`config.mk`:
```
export PLATFORM = sky130hd
export DESIGN_NAME = olid_ctrl
export DESIGN_NICKNAME = d
export VERILOG_FILES = /design/src/sv/olid_pkg.sv /design/src/sv/olid_ctrl.sv
export SDC_FILE = /design/constraint.sdc
export NUM_CORES = 1
export LEC_CHECK = 0
export ABC_CLOCK_PERIOD_IN_PS = 1900
export CAP_MARGIN = 40
export CORE_AREA = 5 5 42 44
export CTS_BUF_LIST = sky130_fd_sc_hd__clkbuf_16
export CTS_CLUSTER_SIZE = 40
export DETAILED_ROUTE_END_ITERATION = 8
export DIE_AREA = 0 0 47 49
export DONT_BUFFER_PORTS = 1
export GPL_ROUTABILITY_DRIVEN = 0
export HOLD_SLACK_MARGIN = 0.06
export PLACE_DENSITY = 0.3
export SLEW_MARGIN = 20
export SYNTH_ARGS = -nofsm -noshare
export SYNTH_HDL_FRONTEND = slang
export SYNTH_SLANG_ARGS = --single-unit
```
`constraint.sdc`:
```
create_clock -name clk -period 1.9 [get_ports clk]
set_clock_uncertainty 0.1 [all_clocks]
set_input_delay 0.19 -clock clk [delete_from_list [all_inputs] [get_ports clk]]
set_output_delay 0.19 -clock clk [all_outputs]
set_load 0.01 [all_outputs]
```
`src/sv/olid_pkg.sv`:
```
// shared types and constants for the ordered list unit
// no dependencies; used by olid_ctrl, olid_dpath and the top level
package olid_pkg;

    localparam int OP_W       = 2;
    localparam int POS_W      = 8;
    localparam int VALUE_W    = 32;
    localparam int CNT_W      = 8;
    // cells per group in the registered match tree
    localparam int GROUP_SIZE = 8;

    typedef enum logic [1:0] {
        OP_INSERT = 2'd0,
        OP_DELETE = 2'd1,
        OP_FIND   = 2'd2
    } op_t;

    typedef enum logic [2:0] {
        ST_IDLE,
        ST_MARK,
        ST_GROUP,
        ST_PICK,
        ST_DONE
    } state_t;

    typedef struct packed {
        logic load;
        logic mark;
        logic group;
        logic pick;
        logic commit;
    } cmd_t;

    typedef struct packed {
        logic out_full;
    } sts_t;

endpackage

```
`src/sv/olid_ctrl.sv`:
```
// controller state machine for the ordered list unit
// depends on olid_pkg; drives olid_dpath through cmd_t and reads sts_t
module olid_ctrl
(
    input  logic             clk,
    input  logic             rst_n,
    input  logic             s_tvalid,
    output logic             s_tready,
    input  logic             m_tready,
    input  olid_pkg::sts_t   sts,
    output olid_pkg::cmd_t   cmd
);

    olid_pkg::state_t state_reg;
    olid_pkg::state_t state_next;
    logic             slot_free;

    assign slot_free = !sts.out_full || m_tready;

    always_ff @(posedge clk or negedge rst_n)
    begin
        if (!rst_n)
        begin
            state_reg <= olid_pkg::ST_IDLE;
        end
        else
        begin
            state_reg <= state_next;
        end
    end

    always_comb
    begin
        state_next = state_reg;
        unique case (state_reg)
            olid_pkg::ST_IDLE:
            begin
                if (s_tvalid)
                begin
                    state_next = olid_pkg::ST_MARK;
                end
            end
            olid_pkg::ST_MARK:  state_next = olid_pkg::ST_GROUP;
            olid_pkg::ST_GROUP: state_next = olid_pkg::ST_PICK;
            olid_pkg::ST_PICK:  state_next = olid_pkg::ST_DONE;
            olid_pkg::ST_DONE:
            begin
                // hold until the output register can take the result
                if (slot_free)
                begin
                    state_next = olid_pkg::ST_IDLE;
                end
            end
            default: state_next = olid_pkg::ST_IDLE;
        endcase
    end

    always_comb
    begin
        cmd      = '0;
        s_tready = 1'b0;
        unique case (state_reg)
            olid_pkg::ST_IDLE:
            begin
                // no input beat is taken while reset is held
                s_tready = rst_n;
                cmd.load = s_tvalid && rst_n;
            end
            olid_pkg::ST_MARK:  cmd.mark  = 1'b1;
            olid_pkg::ST_GROUP: cmd.group = 1'b1;
            olid_pkg::ST_PICK:  cmd.pick  = 1'b1;
            olid_pkg::ST_DONE:  cmd.commit = slot_free;
            default:
            begin
                cmd      = '0;
                s_tready = 1'b0;
            end
        endcase
    end

endmodule

```
Word level (Yosys, flattened, before mapping)
Index checks and enable logic that the tools add are counted.

Memory bits (read-only): 0. RAM bits: 0. Logic and storage cells: 21. Latch bits: 0. Register bits after elaboration: 3. Memories: 0. Bits of input ports: 5. Output and inout port bits: 6.

Reductions and logical operators: 5. Mux-type cells: 9. Add/subtract/negate cells: 0. Bitwise operators: 0. Eq/ne operators: 6. Shift-type cells: 0. Order comparisons: 0. $mul: 0. Div/mod/pow operators: 0.

Operator list (count): $pmux 3 s5 (1); $eq 3x2->1 const B (2); $mux 1 (6); $mux 3 (2); $ne 2x2->1 const B (2); $eq 3x1->1 const B (1); $eq 3x3->1 const B (1); $logic_not 3->1 (1); $reduce_and 2->1 (1); $logic_and 1x1->1 (1); $logic_not 1->1 (1); $logic_or 1x1->1 (1).

Logic depth before layout (Yosys ltp)
Word-level depth: 4. Gate-level depth with buffers: 3. Gate-level depth less buffers: 2.

Worst setup path after synthesis
No wires, ideal clock.

Kind: register to output. Start: register state_reg[1]. End: output port cmd[4] (netlist bit). Setup slack: 586 ps. Cell stages (with the launch flop): 4. Data required time: 1610 ps. Data arrival time: 1024 ps. Cells stage by stage: dfrtp_1 > buf_6 > nor4b_4 > and2_1.

RTL lines: start, declared (RTL line olid_ctrl.sv:14) `olid_pkg::state_t state_reg;`; start signal, assigned (RTL line olid_ctrl.sv:24) `state_reg <= olid_pkg::ST_IDLE;`; start signal, assigned (RTL line olid_ctrl.sv:28) `state_reg <= state_next;`; end, declared (RTL line olid_ctrl.sv:11) `output olid_pkg::cmd_t cmd`.

==> qor.txt <==
status - complete, no violations
Largest register FFs - 3
DRT Pass-1 Iters - 1
Worst-path clk slew - 0.03 ns
n_diodes - 0
Synth area leader - dfrtp_1
Max Cap Viol - 0
Detail Route Antenna Nets - 0
share of the synthesized area in the top cell type - 32.3%
Via density - 3.77
Distinct cells, synth - 15
total global-route track usage - 5.99%
overflow left after global routing - 0
Tmin final - 1.63 ns
vias post-DR - 147
Cell Area, Placed - 211 um^2
multiplexer share of the synthesized area - 0%
I/O pin cnt - 11
routed len/inst - 12.7 um
antenna violations before repair - 0
DIE WIDTH - 47 um
Routed WL - 496 um
CTS Sinks - 3
area of the core - 1400 um^2
Area Growth Syn to Fin - 33.3%
post-synthesis simple-gate area fraction - 32.3%
fmax - 614 MHz
post-CTS sizing - 0
Post-Syn Instances - 21
Storage cell area - 75.1 um^2
part of the cycle the worst path needs - 85.7%
die height - 49 um
worst-skew pair later-pin latency - 0.22 ns
yosys warns - 0
fillers - 161
CTS tree - done
Max IR drop VDD - 647 uV
H-tree Lvls - 1
Layout Cells excl Fill - 39
Finished Cell Area - 310 um^2
pwr/cell area - 2150 nW/um^2
CP arrival - 1.34 ns
Synth Register Bits - 3
pre-CTS setup slack - 0.513 ns
cell area after synthesis - 233 um^2
fraction of layout instances using a drive strength above 1 - 30.4%
initial core utilization - 16.6%
Adder-Cell Fraction of Synth Area - 0%
maximum number of pins on one net before global-route repair - 9
Worst Tran Pin Value - 0.443 ns
crit path setup slack, layout - 0.271 ns
total CTS buffers - 3
Syn Nets - 26
DP HPWL - 351 um
area occupied by multi-input gates - 109 um^2
Req. time, crit path - 1.61 ns
Crit Path Class - flop to output pin
Leak - 0.138 nW
Pins Over Slew Limit - 0
postcts setup bufs - 0
RSZ-0062 raised after global routing - false
final hold viol count - 0
detailed router's first-iteration violation count - 0
DRC - 0
total die area - 2300 um^2
Worst Setup End Kind - output pin
Final Net Count - 29
largest family of logic cells by synthesized area - simple AND/OR/NAND/NOR gates
Setup TNS - 0 ns
Port Buffer Count - 0
clk root buf - clkbuf_16
worst hold path class - primary input to flop
post-synthesis compound-gate area fraction - 10.8%
Rel. slew slack - 70.4%
Cell Rows - 14
Clock Path Buffers - 2
global-route wire length before repair - 917 um
Seq/Total Area, Yosys - 32.3%
crit path max fanout - 8
Post-Place Cells - 33
Post-CTS Hold Buffers - 2
type of origin of the critical path - flop
top cells by area, synth - dfrtp_1 (32%), buf_6 (15%), nor4b_4 (10%)
vias in the first global route - 195
XOR/XNOR share of the synthesized area - 3.76%
final cell utilization of the core - 22.1%
Avg Cell Area, Syn - 11.1 um^2
Final setup viols - 0
==> cell usage in the layout, fill, tap and decap left out <==
master         count
nor2_1             3
clkbuf_16          3
dfrtp_1            3
inv_1              2
dlygate4sd3_1      2
nor3b_2            1
nor3b_1            1
and3b_1            1
nor4b_4            1
and2_1             1
inv_2              1
a2111oi_2          1
xnor2_1            1
a41o_1             1
nor3_1             1
==> kinds of logic (layout without fill, tap and decap cells) <==
| group | Yosys count | after routing |
|---|---|---|
| AND/OR/NAND/NOR | 9 | 9 |
| flip-flops | 3 | 3 |
| AO/OA/AOI/OAI | 2 | 2 |
| buffers and inverters | 6 | 8 |
| XOR/XNOR | 1 | 1 |
==> area by class of cell <==
type | instances | share of cell area [%]
Sequential cell | 3 | 24.2
Clock inverter | 1 | 1.21
Timing Repair Buffer | 2 | 6.45
Inverter | 2 | 2.42
Clock buffer | 3 | 24.2
Multi-Input combinational cell | 12 | 35.1
Tap cell | 16 | 6.45
==> worst max-delay path, cell delays in order (launching register included) <==
cell and delay [ns]:
dfrtp_1 0.48, nor4b_4 0.40, and2_1 0.23
==> synthesized netlist by cell type (all sizes together) <==
cell type,n
a2111oi,1
a41o,1
and2,1
and3b,1
buf,4
dfrtp,3
inv,2
nor2,3
nor3,1
nor3b,2
nor4b,1
xnor2,1
==> metal layers <==
metal | GRT usage, % | up-vias | wire length (um)
li1 | - | 73 | -
met5 | 0 | - | 0
met3 | 4.80 | 0 | 24
met4 | 5.53 | 0 | 0
met2 | 7.69 | 7 | 281
met1 | 5.73 | 67 | 191
==> stage by stage <==
step	hold slack, ns	power, W
final	0.0604	0.000669
after global routing	0.0685	0.000713
after CTS	0.0665	0.000677
after detailed placement	-0.205	0.000335
after global placement	-0.205	0.000338
after floorplan	-0.206	0.000383
==> worst paths after layout <==
path | to | slack [ns] | cells after the start | from
worst min-delay path | state_reg[2] | 0.06 | 1 | sts
worst min register to register | state_reg[1] | 0.56 | 1 | state_reg[2]
worst max register to register | state_reg[2] | 0.65 | 2 | state_reg[2]
min in group asynchronous | state_reg[0] | 0.13 | 1 | rst_n
worst max-delay path | cmd[4] | 0.27 | 2 | state_reg[1]
max in group asynchronous | state_reg[1] | 1.42 | 1 | rst_n
==> power breakdown <==
group          switching, W  internal [W]  total, W
sequential        0.0000911     0.0000953  0.000186
combinational     0.0000711     0.0000790  0.000150
clock             0.0000605      0.000272  0.000332
total              0.000223      0.000446  0.000669
Note: power is estimated with default switching activity, not from simulation.
